### src/hdl/ppg_dc_removal_mean_diff_filter_defines.svh
// Assertion macros shared by the filter's modules.
`ifndef PPG_DC_REMOVAL_MEAN_DIFF_FILTER_DEFINES_SVH
`define PPG_DC_REMOVAL_MEAN_DIFF_FILTER_DEFINES_SVH

// The consequent must hold in the same cycle as the antecedent.
`define PPGDC_ASSERT_NOW(lbl, ante, cons, msg) \
    lbl: assert property (@(posedge i_clk) disable iff (!i_rst_n) \
        (ante) |-> (cons)) else $error(msg);

// The consequent must hold in the cycle after the antecedent.
`define PPGDC_ASSERT_NEXT(lbl, ante, cons, msg) \
    lbl: assert property (@(posedge i_clk) disable iff (!i_rst_n) \
        (ante) |=> (cons)) else $error(msg);

`endif

### src/hdl/ppgdc_pkg.sv
package ppgdc_pkg;

    localparam int WINDOW_DEF      = 15;
    localparam int SAMPLE_BITS_DEF = 16;

    localparam int ALPHA_W = 16;
    localparam int LEVEL_W = 24;
    localparam int AC_W    = 25;
    localparam int DIFF_W  = 26;
    localparam int PROD_W  = ALPHA_W + LEVEL_W;

    localparam logic [LEVEL_W-1:0] LEVEL_MAX = {LEVEL_W{1'b1}};

    localparam logic [ALPHA_W-1:0] ALPHA_IR_RST  = 16'd58982;
    localparam logic [ALPHA_W-1:0] ALPHA_RED_RST = 16'd62259;

    localparam int CFG_IDX_W = 2;
    localparam logic [CFG_IDX_W-1:0] REG_ALPHA_IR  = 2'd0;
    localparam logic [CFG_IDX_W-1:0] REG_ALPHA_RED = 2'd1;

    typedef enum logic [2:0] {
        ST_IDLE,
        ST_UPD,
        ST_DSTART,
        ST_DIV,
        ST_OUT
    } t_state;

    typedef struct packed {
        logic mul_en;
        logic upd_en;
    } t_dc_ctrl;

endpackage

### src/hdl/ppgdc_ram.sv
module ppgdc_ram #(
    parameter int WIDTH = 25,
    parameter int DEPTH = 15
) (
    input  logic                                    i_clk,
    input  logic                                    i_we,
    input  logic [((DEPTH > 1) ? $clog2(DEPTH) : 1)-1:0] i_waddr,
    input  logic [WIDTH-1:0]                        i_wdata,
    input  logic                                    i_re,
    input  logic [((DEPTH > 1) ? $clog2(DEPTH) : 1)-1:0] i_raddr,
    output logic [WIDTH-1:0]                        o_rdata
);

    logic [WIDTH-1:0] r_mem [DEPTH];
    logic [WIDTH-1:0] r_rdata;

    always_ff @(posedge i_clk) begin
        if (i_we) begin
            r_mem[i_waddr] <= i_wdata;
        end
        if (i_re) begin
            r_rdata <= r_mem[i_raddr];
        end
    end

    assign o_rdata = r_rdata;

endmodule

### src/hdl/ppgdc_dc.sv
module ppgdc_dc #(
    parameter int SAMPLE_BITS = ppgdc_pkg::SAMPLE_BITS_DEF
) (
    input  logic                                i_clk,
    input  logic                                i_rst_n,
    input  ppgdc_pkg::t_dc_ctrl                 i_ctrl,
    input  logic [SAMPLE_BITS-1:0]              i_sample,
    input  logic [ppgdc_pkg::ALPHA_W-1:0]       i_alpha,
    output logic signed [ppgdc_pkg::AC_W-1:0]   o_ac
);
    import ppgdc_pkg::*;

    logic [LEVEL_W-1:0] r_level;
    logic [LEVEL_W-1:0] n_level;
    logic [PROD_W-1:0]  r_prod;
    logic [SAMPLE_BITS-1:0] r_sample;
    logic [PROD_W-1:0]  w_prod;
    logic [LEVEL_W:0]   w_sum;

    assign w_prod = PROD_W'(i_alpha) * PROD_W'(r_level);
    assign w_sum  = (LEVEL_W + 1)'(r_sample) + {1'b0, r_prod[PROD_W-1:ALPHA_W]};

    always_comb begin
        n_level = w_sum[LEVEL_W] ? LEVEL_MAX : w_sum[LEVEL_W-1:0];
    end

    assign o_ac = $signed({1'b0, n_level}) - $signed({1'b0, r_level});

    always_ff @(posedge i_clk) begin
        if (!i_rst_n) begin
            r_level <= '0;
        end else if (i_ctrl.upd_en) begin
            r_level <= n_level;
        end
    end

    always_ff @(posedge i_clk) begin
        if (i_ctrl.mul_en) begin
            r_prod   <= w_prod;
            r_sample <= i_sample;
        end
    end

endmodule

### src/hdl/ppgdc_div.sv
module ppgdc_div #(
    parameter int WINDOW = ppgdc_pkg::WINDOW_DEF
) (
    input  logic                                            i_clk,
    input  logic                                            i_rst_n,
    input  logic                                            i_start,
    input  logic signed [ppgdc_pkg::AC_W+$clog2(WINDOW)-1:0] i_dividend,
    input  logic [$clog2(WINDOW+1)-1:0]                     i_divisor,
    output logic                                            o_done,
    output logic signed [ppgdc_pkg::DIFF_W-1:0]             o_quot
);
    import ppgdc_pkg::*;

    localparam int SUM_W  = AC_W + $clog2(WINDOW);
    localparam int CNT_W  = $clog2(WINDOW + 1);
    localparam int STEP_W = $clog2(SUM_W + 1);

    logic              r_busy;
    logic              r_done;
    logic [STEP_W-1:0] r_step;
    logic              r_neg;
    logic [SUM_W-1:0]  r_num;
    logic [SUM_W-1:0]  r_quo;
    logic [CNT_W-1:0]  r_rem;
    logic [CNT_W-1:0]  r_div;

    logic [CNT_W:0]      w_trial;
    logic                w_ge;
    logic [CNT_W:0]      w_rem_next;
    logic signed [SUM_W:0] w_q_ext;

    assign w_trial    = {r_rem, r_num[SUM_W-1]};
    assign w_ge       = w_trial >= {1'b0, r_div};
    assign w_rem_next = w_ge ? (w_trial - {1'b0, r_div}) : w_trial;
    assign w_q_ext    = $signed({1'b0, r_quo});

    always_ff @(posedge i_clk) begin
        if (!i_rst_n) begin
            r_busy <= 1'b0;
            r_done <= 1'b0;
            r_step <= '0;
        end else begin
            r_done <= 1'b0;
            if (i_start) begin
                r_busy <= 1'b1;
                r_step <= '0;
            end else if (r_busy) begin
                r_step <= r_step + 1'b1;
                if (r_step == STEP_W'(SUM_W - 1)) begin
                    r_busy <= 1'b0;
                    r_done <= 1'b1;
                end
            end
        end
    end

    always_ff @(posedge i_clk) begin
        if (i_start) begin
            r_neg <= i_dividend[SUM_W-1];
            r_num <= i_dividend[SUM_W-1] ? SUM_W'(-i_dividend) : i_dividend;
            r_quo <= '0;
            r_rem <= '0;
            r_div <= i_divisor;
        end else if (r_busy) begin
            r_num <= {r_num[SUM_W-2:0], 1'b0};
            r_quo <= {r_quo[SUM_W-2:0], w_ge};
            r_rem <= w_rem_next[CNT_W-1:0];
        end
    end

    assign o_done = r_done;
    assign o_quot = r_neg ? DIFF_W'(-w_q_ext) : DIFF_W'(w_q_ext);

    `include "ppg_dc_removal_mean_diff_filter_defines.svh"

    `PPGDC_ASSERT_NOW(a_div_start_idle, i_start, !r_busy, "divider started while busy")
    `PPGDC_ASSERT_NEXT(a_div_done_ends, r_done, !r_busy && !r_done, "done pulse not single")
    `PPGDC_ASSERT_NOW(a_div_rem_range, r_busy, r_rem < r_div, "remainder out of range")

endmodule

### src/hdl/ppg_dc_removal_mean_diff_filter.sv
// Channel   Handshake                      Payload
// input     i_in_valid / o_in_ready        i_raw_ir, i_raw_red
// output    o_out_valid / i_out_ready      o_ac_ir, o_ac_red, o_mean_diff_ir
// config    i_cfg_we (no wait)             i_cfg_index, i_cfg_data
//
// A request passes through ST_UPD, ST_DSTART, ST_DIV and ST_OUT before its result is presented;
// the next request is taken only back in ST_IDLE, not before the last one is through.
// The serial divider for the window average works out one quotient bit per cycle.
// Reset is synchronous and clears the levels, the window sum, position and fill count.
// The window memory needs no clearing; entries not yet written are taken as zero.
// A new request is taken while a finished result waits; the divider result holds until the
// output register is free.
module ppg_dc_removal_mean_diff_filter #(
    parameter int WINDOW      = ppgdc_pkg::WINDOW_DEF,
    parameter int SAMPLE_BITS = ppgdc_pkg::SAMPLE_BITS_DEF
) (
    input  logic                                  i_clk,
    input  logic                                  i_rst_n,
    input  logic                                  i_in_valid,
    output logic                                  o_in_ready,
    input  logic [SAMPLE_BITS-1:0]                i_raw_ir,
    input  logic [SAMPLE_BITS-1:0]                i_raw_red,
    output logic                                  o_out_valid,
    input  logic                                  i_out_ready,
    output logic signed [ppgdc_pkg::AC_W-1:0]     o_ac_ir,
    output logic signed [ppgdc_pkg::AC_W-1:0]     o_ac_red,
    output logic signed [ppgdc_pkg::DIFF_W-1:0]   o_mean_diff_ir,
    input  logic                                  i_cfg_we,
    input  logic [ppgdc_pkg::CFG_IDX_W-1:0]       i_cfg_index,
    input  logic [ppgdc_pkg::ALPHA_W-1:0]         i_cfg_data
);
    import ppgdc_pkg::*;

    localparam int SUM_W = AC_W + $clog2(WINDOW);
    localparam int CNT_W = $clog2(WINDOW + 1);
    localparam int POS_W = (WINDOW > 1) ? $clog2(WINDOW) : 1;

    t_state r_state;
    t_state n_state;

    logic [ALPHA_W-1:0]     r_alpha_ir;
    logic [ALPHA_W-1:0]     r_alpha_red;
    logic signed [SUM_W-1:0] r_sum;
    logic signed [SUM_W-1:0] n_sum;
    logic [POS_W-1:0]       r_pos;
    logic [POS_W-1:0]       n_pos;
    logic [CNT_W-1:0]       r_fill;
    logic [CNT_W-1:0]       n_fill;
    logic signed [AC_W-1:0] r_ac_ir;
    logic signed [AC_W-1:0] r_ac_red;
    logic                   r_out_valid;
    logic signed [AC_W-1:0] r_out_ac_ir;
    logic signed [AC_W-1:0] r_out_ac_red;
    logic signed [DIFF_W-1:0] r_out_diff;

    logic                   w_accept;
    logic                   w_out_take;
    logic                   w_out_load;
    logic                   w_ram_we;
    logic                   w_div_start;
    logic                   w_div_done;
    t_dc_ctrl               w_dc_ctrl;
    logic [AC_W-1:0]        w_ram_rdata;
    logic signed [AC_W-1:0] w_old;
    logic signed [AC_W-1:0] w_ac_ir;
    logic signed [AC_W-1:0] w_ac_red;
    logic signed [DIFF_W-1:0] w_quot;

    assign w_accept   = i_in_valid && o_in_ready;
    assign w_out_take = r_out_valid && i_out_ready;

    always_comb begin
        n_state     = r_state;
        o_in_ready  = 1'b0;
        w_ram_we    = 1'b0;
        w_div_start = 1'b0;
        w_out_load  = 1'b0;
        w_dc_ctrl   = '0;
        case (r_state)
            ST_IDLE: begin
                o_in_ready       = 1'b1;
                w_dc_ctrl.mul_en = i_in_valid;
                if (i_in_valid) begin
                    n_state = ST_UPD;
                end
            end
            ST_UPD: begin
                w_dc_ctrl.upd_en = 1'b1;
                w_ram_we         = 1'b1;
                n_state          = ST_DSTART;
            end
            ST_DSTART: begin
                w_div_start = 1'b1;
                n_state     = ST_DIV;
            end
            ST_DIV: begin
                if (w_div_done) begin
                    n_state = ST_OUT;
                end
            end
            ST_OUT: begin
                if (!r_out_valid || i_out_ready) begin
                    w_out_load = 1'b1;
                    n_state    = ST_IDLE;
                end
            end
            default: begin
                n_state = ST_IDLE;
            end
        endcase
    end

    always_ff @(posedge i_clk) begin
        if (!i_rst_n) begin
            r_state <= ST_IDLE;
        end else begin
            r_state <= n_state;
        end
    end

    always_ff @(posedge i_clk) begin
        if (!i_rst_n) begin
            r_alpha_ir  <= ALPHA_IR_RST;
            r_alpha_red <= ALPHA_RED_RST;
        end else if (i_cfg_we) begin
            case (i_cfg_index)
                REG_ALPHA_IR:  r_alpha_ir  <= i_cfg_data;
                REG_ALPHA_RED: r_alpha_red <= i_cfg_data;
                default: ;
            endcase
        end
    end

    ppgdc_dc #(
        .SAMPLE_BITS (SAMPLE_BITS)
    ) u_dc_ir (
        .i_clk    (i_clk),
        .i_rst_n  (i_rst_n),
        .i_ctrl   (w_dc_ctrl),
        .i_sample (i_raw_ir),
        .i_alpha  (r_alpha_ir),
        .o_ac     (w_ac_ir)
    );

    ppgdc_dc #(
        .SAMPLE_BITS (SAMPLE_BITS)
    ) u_dc_red (
        .i_clk    (i_clk),
        .i_rst_n  (i_rst_n),
        .i_ctrl   (w_dc_ctrl),
        .i_sample (i_raw_red),
        .i_alpha  (r_alpha_red),
        .o_ac     (w_ac_red)
    );

    ppgdc_ram #(
        .WIDTH (AC_W),
        .DEPTH (WINDOW)
    ) u_window_ram (
        .i_clk   (i_clk),
        .i_we    (w_ram_we),
        .i_waddr (r_pos),
        .i_wdata (w_ac_ir),
        .i_re    (w_accept),
        .i_raddr (r_pos),
        .o_rdata (w_ram_rdata)
    );

    // Until the window has filled once, the slot being replaced has never been written.
    assign w_old = (r_fill < CNT_W'(WINDOW)) ? '0 : $signed(w_ram_rdata);

    always_comb begin
        n_sum  = r_sum - SUM_W'(w_old) + SUM_W'(w_ac_ir);
        n_pos  = (r_pos == POS_W'(WINDOW - 1)) ? '0 : r_pos + 1'b1;
        n_fill = (r_fill < CNT_W'(WINDOW)) ? r_fill + 1'b1 : r_fill;
    end

    always_ff @(posedge i_clk) begin
        if (!i_rst_n) begin
            r_sum  <= '0;
            r_pos  <= '0;
            r_fill <= '0;
        end else if (r_state == ST_UPD) begin
            r_sum  <= n_sum;
            r_pos  <= n_pos;
            r_fill <= n_fill;
        end
    end

    always_ff @(posedge i_clk) begin
        if (r_state == ST_UPD) begin
            r_ac_ir  <= w_ac_ir;
            r_ac_red <= w_ac_red;
        end
    end

    ppgdc_div #(
        .WINDOW (WINDOW)
    ) u_div (
        .i_clk      (i_clk),
        .i_rst_n    (i_rst_n),
        .i_start    (w_div_start),
        .i_dividend (r_sum),
        .i_divisor  (r_fill),
        .o_done     (w_div_done),
        .o_quot     (w_quot)
    );

    always_ff @(posedge i_clk) begin
        if (!i_rst_n) begin
            r_out_valid <= 1'b0;
        end else if (w_out_load) begin
            r_out_valid <= 1'b1;
        end else if (w_out_take) begin
            r_out_valid <= 1'b0;
        end
    end

    always_ff @(posedge i_clk) begin
        if (w_out_load) begin
            r_out_ac_ir  <= r_ac_ir;
            r_out_ac_red <= r_ac_red;
            r_out_diff   <= w_quot - DIFF_W'(r_ac_ir);
        end
    end

    assign o_out_valid    = r_out_valid;
    assign o_ac_ir        = r_out_ac_ir;
    assign o_ac_red       = r_out_ac_red;
    assign o_mean_diff_ir = r_out_diff;

    `include "ppg_dc_removal_mean_diff_filter_defines.svh"

    `PPGDC_ASSERT_NEXT(a_accept_blocks, w_accept, !o_in_ready, "request taken while busy")
    `PPGDC_ASSERT_NOW(a_done_in_div, w_div_done, r_state == ST_DIV, "divider done out of turn")
    `PPGDC_ASSERT_NOW(a_ram_no_overlap, w_ram_we, !w_accept, "window read and write overlap")
    `PPGDC_ASSERT_NOW(a_pos_range, 1'b1, int'(r_pos) < WINDOW, "window position out of range")
    `PPGDC_ASSERT_NEXT(a_out_load, w_out_load, o_out_valid, "result not presented")

endmodule
### config.mk
export PLATFORM = sky130hd
export DESIGN_NAME = ppg_dc_removal_mean_diff_filter
export DESIGN_NICKNAME = d
export VERILOG_FILES = /design/src/hdl/ppgdc_pkg.sv /design/src/hdl/ppgdc_ram.sv /design/src/hdl/ppgdc_dc.sv /design/src/hdl/ppgdc_div.sv /design/src/hdl/ppg_dc_removal_mean_diff_filter.sv
export VERILOG_INCLUDE_DIRS = /design/src /design/src/hdl
export SDC_FILE = /design/constraint.sdc
export NUM_CORES = 2
export LEC_CHECK = 0
export BUFFER_PORTS_ARGS = -buffer_cell sky130_fd_sc_hd__clkbuf_2
export CAP_MARGIN = 10
export CORE_UTILIZATION = 52
export DETAILED_ROUTE_END_ITERATION = 16
export PLACE_DENSITY = 0.68
export SETUP_SLACK_MARGIN = 0.4
export SYNTH_ARGS = -nofsm -noshare
export SYNTH_HDL_FRONTEND = slang
export SYNTH_SLANG_ARGS = --single-unit
export TNS_END_PERCENT = 100
### constraint.sdc
create_clock -name i_clk -period 23.4 [get_ports i_clk]
set_input_delay 2.34 -clock i_clk [delete_from_list [all_inputs] [get_ports i_clk]]
set_output_delay 2.34 -clock i_clk [all_outputs]
set_load 0.005 [all_outputs]
After elaboration in Yosys (flattened, before gate mapping)
Memory sizes are Yosys's and may differ from the RTL's. A register that Yosys moved wholly into a read port is not among the register bits.
Index checks and enable logic that the tools add are counted.
W data, S select, Z words.

storage, ports and cells
  output and inout bits = 78
  logic and storage cells = 97
  memories kept = 1
  register bits = 430
  bits in writable memories = 375
  input bits = 55

memory list
  name                words  bits a word  read ports  clocked after Yosys merged registers in  write ports  line             text
  u_window_ram.r_mem  15     25           1           1                                        1            ppgdc_ram.sv:14  logic [WIDTH-1:0] r_mem [DEPTH];

operators by class
  $add $sub $neg = 13
  multiplexer cells = 27
  bitwise operators = 2
  multipliers = 2
  order comparisons = 2
  reductions and logical operators = 14
  equality and inequality tests = 10

operator list
  operator               count
  $mux W29               3
  $mul A16 B24 Y40       2
  $add A16 B24 Y25       2
  $sub A24 B24 Y25       2
  $mux W24               2
  $add A29 B25 Y29       1
  $neg A29 Y29           1
  $sub A29 B25 Y29       1
  $mux W26               1
  $neg A26 Y26           1
  $sub A26 B25 Y26       1
  $mux W25               1
  $pmux W3 S5            1
  $mux W1                14
  $mux W3                3
  $add A4 B1 Y4 const B  2
  $mux W4                2
  $eq A3 B2 Y1 const B   2
  $reduce_and A2 Y1      3
  $add A5 B1 Y5 const B  1
  $eq A5 B5 Y1 const B   1
  $ge A5 B4 Y1           1
  $eq A4 B4 Y1 const B   1
  $lt A4 B4 Y1 const B   1
  16 further kinds       20

Depth between registers and ports, before layout
  depth after elaboration = 5
  depth in mapped cells = 37
  mapped depth without buffers = 36

Hierarchy
From an unflattened synthesis, not the netlist that was laid out.

unflattened totals
  cells, all modules = 5788
  area, all modules = 62139.6 um^2

modules (own cells, without submodules)
  module                           area an instance (um^2)  cells each  times used  sequential area each (um^2)
  ppgdc_dc (u_dc_red)              16184.3                  1795        1           1681.6
  ppgdc_dc (u_dc_ir)               16118.0                  1791        1           1681.6
  ppgdc_ram                        15122.0                  708         1           12011.5
  ppg_dc_removal_mean_diff_filter  10456.3                  1033        1           5245.0
  ppgdc_div                        4259.1                   461         1           1761.7

Worst setup path before layout
OpenSTA, ideal clock, no wires.

  path kind = reg-to-reg
  start = reg u_dc_ir.r_sample[0]
  end = reg r_sum[28]
  slack = 15.961 ns
  clock period less this slack = 7.439 ns
  setup time = 0.072 ns
  buffers on the path = 0
  required time = 23.328 ns
  arrival time = 7.368 ns
  cell stages (with the launch flop) = 32
  cells stage by stage = edfxtp_1 -> ha_1 -> fa_1 -> a21o_1 -> a21oi_1 -> o21ai_1 -> a21boi_1 -> o21ai_2 -> a41oi_2 -> nor3_1 -> nor2_1 -> ha_1 -> inv_1 -> fa_1 -> a211oi_1 -> o21ai_1 -> a31oi_2 -> o31ai_2 -> a41oi_1 -> o21ai_2 -> a311oi_2 -> inv_1 -> fa_1 -> inv_1 -> ha_1 -> a21o_1 -> a21oi_1 -> or3b_2 -> mux2i_1 -> o21ai_0 -> a21oi_2 -> mux2i_1

between the ends
  cells in the longest elaborated chain, start to end = 4

RTL lines
  what                        line                                    text
  from (decl)                 ppgdc_dc.sv:16                          logic [SAMPLE_BITS-1:0] r_sample;
  from (signal assigned)      ppgdc_dc.sv:40                          r_sample <= i_sample;
  $add A16 B24 Y25            ppgdc_dc.sv:21                          assign w_sum = (LEVEL_W + 1)'(r_sample) + {1'b0, r_prod[PROD_W-1:ALPHA_W]};
  $mux W24                    ppgdc_dc.sv:24                          n_level = w_sum[LEVEL_W] ? LEVEL_MAX : w_sum[LEVEL_W-1:0];
  $sub A24 B24 Y25            ppgdc_dc.sv:27                          assign o_ac = $signed({1'b0, n_level}) - $signed({1'b0, r_level});
  net u_dc_ir.o_ac (one bit)  ppgdc_dc.sv:9                           output logic signed [ppgdc_pkg::AC_W-1:0] o_ac
  $add A29 B25 Y29            ppg_dc_removal_mean_diff_filter.sv:173  n_sum = r_sum - SUM_W'(w_old) + SUM_W'(w_ac_ir);
  to (signal assigned)        ppg_dc_removal_mean_diff_filter.sv:184  r_sum <= n_sum;
  to (decl)                   ppg_dc_removal_mean_diff_filter.sv:43   logic signed [SUM_W-1:0] r_sum;

The timed path passes the listed nets, and every way through them passes these cells.
A chain may end at the register's enable or synchronous reset.

Worst setup path after layout
  start = reg u_dc_ir.r_sample[0]
  end = reg r_sum[28]

between the ends
  cells in the longest elaborated chain, start to end = 4

RTL lines
  what                        line                                    text
  $add A16 B24 Y25            ppgdc_dc.sv:21
  $mux W24                    ppgdc_dc.sv:24
  net u_dc_ir.n_level[1]      ppgdc_dc.sv:14                          logic [LEVEL_W-1:0] n_level;
  $sub A24 B24 Y25            ppgdc_dc.sv:27
  net u_dc_ir.o_ac (one bit)  ppgdc_dc.sv:9
  $add A29 B25 Y29            ppg_dc_removal_mean_diff_filter.sv:173

The timed path passes the listed nets, and every way through them passes these cells.

==> results.yml <==
cells_and_area:
  fin_nets: 6676
  multi_input_area_sq_um: 33700
  ff_latch_area_sq_um: 22400
  area_growth_pct: 8.33
  fill_cells: 9699
  layout-drive-gt1-share_pct: 8.74
  final_cell_mix: "933 x inv_1, 810 x nand2_1, 644 x fa_1"
  mostFrequentLayoutCell: "inv_1"
synth:
  ys_warn_count: 0
  synth_edf_count: 640
  postSynthCellCount: 5574
  syn_avg_cell_area_sq_um: 10.8
  synth_cell_types: 88
  yosysTopAreaCell: "edfxtp_1"
  synth_area_leaders: "edfxtp_1 32%, fa_1 21%, ha_1 7.5%"
  ys.flop_type: "edfxtp_1"
  yosys_register_bits: 798
  synth_nets: 6634
  synth-seq-area-share_pct: 37.0
  async_reset_ff_share_pct: 0
  netlist_area_sq_um: 60400
  yosysTopAreaCellShare_pct: 31.8
floorplan:
  pin_count: 133
  rows: 124
  initial_core_util_pct: 52.6
  fp.dieH_um: 343
  dieArea_sq_um: 118000
  core_sq_um: 115000
  die_w_um: 343
clock_tree:
  cts.sink_count: 798
  cts_tree: "done"
  cts_resized: 0
  cts-hold-fix-buffers: 0
  cts-root-buf: "clkbuf_16"
  cts.clk_slew.worst_paths_ns: 0.06
  htreeDepth: 3
  numCtsBuffers: 86
  clkLatencyLatePin_ns: 0.70
  cts.path.max_buffers: 3
  postCtsSetupRepairBufs: 0
run:
  maxCapViolations: 0
worst_setup_path:
  slowest_stage: "a311oi_2"
  slowest_delay_ns: 1.02
  required_ns: 24.03
  crit_path_end_kind: "register"
  arrival_ns: 10.00
  cp_common_cell: "fa_1"
  crit_path_start_kind: "register"
  critical_path.max_fanout: 26
  rr_worst_depth: 29
  crit_type: "register to register"
min_path:
  holdPathStages: 0
  hp-class: "register to register"
route:
  antenna_left: 0
  viasPerCell: 5.55
  routed_wl_mm: 144
  via_count: 40000
  drt-wirelength-per-cell_um: 20.0
  firstDrtPassIters: 5
  drc: 0
  drtIter0Drc: 2639
place:
  port_buffers: 132
  dpl.hpwl_mm: 104
  place_congestion: 0.901
  place_ws_ns: 14.08
sta:
  fmax_ghz: 0.107
  worst_slack_ns: 14.03
  drv_slew: 0
  fin_crit_ns: 9.37
  fin_skew_ns: 0.0476
  post-route-period-util_pct: 40.0
  relSlewSlack_pct: 16.3
  rsz0062_at_grt: "no"
  tightest_slew_ns: 1.25
  setup_viol: 0
  tns_ns: 0
  hold_violations: 0
global_route:
  overflow: 0
  grt_pass1_vias: 41000
  antenna_found_initial: 0
  grt_usage_pct: 25.0
  grt_pass1_wl_mm: 227
  grt_max_degree: 77
outcome:
  status: "completed"
final cells by class:
| class | instances | share of cell area [%] |
|---|---|---|
| Sequential cell | 798 | 34.2 |
| Inverter | 935 | 5.37 |
| Antenna cell | 1 | 0.00382 |
| Tap cell | 1512 | 2.89 |
| Timing Repair Buffer | 197 | 1.75 |
| Clock inverter | 56 | 0.927 |
| Multi-Input combinational cell | 3598 | 51.5 |
| Clock buffer | 104 | 3.39 |
stage by stage:
step / hold WS [ns] / instances / area [sq um] / utilization, %
5_1_grt: 0.424 / 7200 / 65400 / 57.0
3_3_place_gp: 0.401 / 7038 / 62600 / 54.5
2_1_floorplan: 0.400 / 5574 / 60400 / -
3_5_place_dp: 0.405 / 7038 / 62600 / 54.5
4_1_cts: 0.419 / 7198 / 65400 / 57.0
6_report: 0.419 / 7201 / 65500 / 57.0
worst paths after layout:
kind                                          start           end  slack (ns)
worst min register to register         r_ac_red[24]  o_ac_red[24]        0.42
worst min-delay path                   r_ac_red[24]  o_ac_red[24]        0.42
worst max-delay path            u_dc_ir.r_sample[0]     r_sum[28]       14.03
worst max register to register  u_dc_ir.r_sample[0]     r_sum[28]       14.03
routing by layer:
| metal | vias up | part of all wire [%] | wire, um | GRT usage [%] |
|---|---|---|---|---|
| met1 | 20400 | 42 | 60400 | 33.0 |
| met3 | 258 | 5.4 | 7790 | 3.25 |
| met2 | 1110 | 49 | 70900 | 42.7 |
| met5 | - | 0 | 0 | 0 |
| met4 | 0 | 3.3 | 4690 | 8.26 |
| li1 | 18300 | - | - | - |
critical path, delay by kind of cell, from the launching register on:
family / cells / cell delay, ns
compound gates: 17 / 4.59
simple gates: 3 / 1.50
buf+inv: 2 / 0.44
flops: 1 / 0.37
fa+ha+maj: 5 / 2.06
mux: 2 / 0.33
Yosys cell counts, types with 28 or more instances:
master / instances
fa_1: 644
ha_1: 361
a31oi_1: 28
nor2_1: 178
nand2_1: 811
mux4_2: 100
nand3_1: 56
edfxtp_1: 640
mux2i_1: 56
dfxtp_1: 158
o21ai_0: 148
xor2_1: 58
nor3_1: 40
nand2b_1: 28
and2_1: 298
inv_1: 935
a21o_1: 71
a21oi_1: 206
a211oi_1: 38
clkbuf_1: 220
xnor2_1: 168
logic make-up (layout without fill, tap and decap cells):
kind of cell / after synthesis / after routing / share of synthesized area, %
and+or+nand+nor: 1549 / 1549 / 11.9
AOI/OAI and AO/OA: 660 / 660 / 6.92
other: 0 / 1 / 0
xor gates and xnor gates: 226 / 226 / 3.28
buffers and inverters: 1178 / 1292 / 7.38
adders and majority gates: 1005 / 1005 / 28.8
muxes: 158 / 158 / 4.69
DFF: 798 / 798 / 37.0
registers in the layout, summed over array words and instances, names as in the netlist, 5 cells and up:
signal	count
u_dc_ir.r_sample	16
r_alpha_ir	16
u_dc_red.r_prod	24
u_dc_ir.r_prod	24
r_alpha_red	16
r_ac_red	25
u_dc_red.r_sample	16
u_div.r_step	5
u_div.r_num	29
o_ac_ir	25
r_sum	29
r_ac_ir	25
u_window_ram.r_mem	375
o_mean_diff_ir	26
u_dc_ir.r_level	24
o_ac_red	25
u_dc_red.r_level	24
u_div.r_quo	26
u_window_ram.o_rdata	25
Power is left out: the tool's default activity adds up to more than one toggle a clock period on the data nets, which glitch-free logic cannot reach.
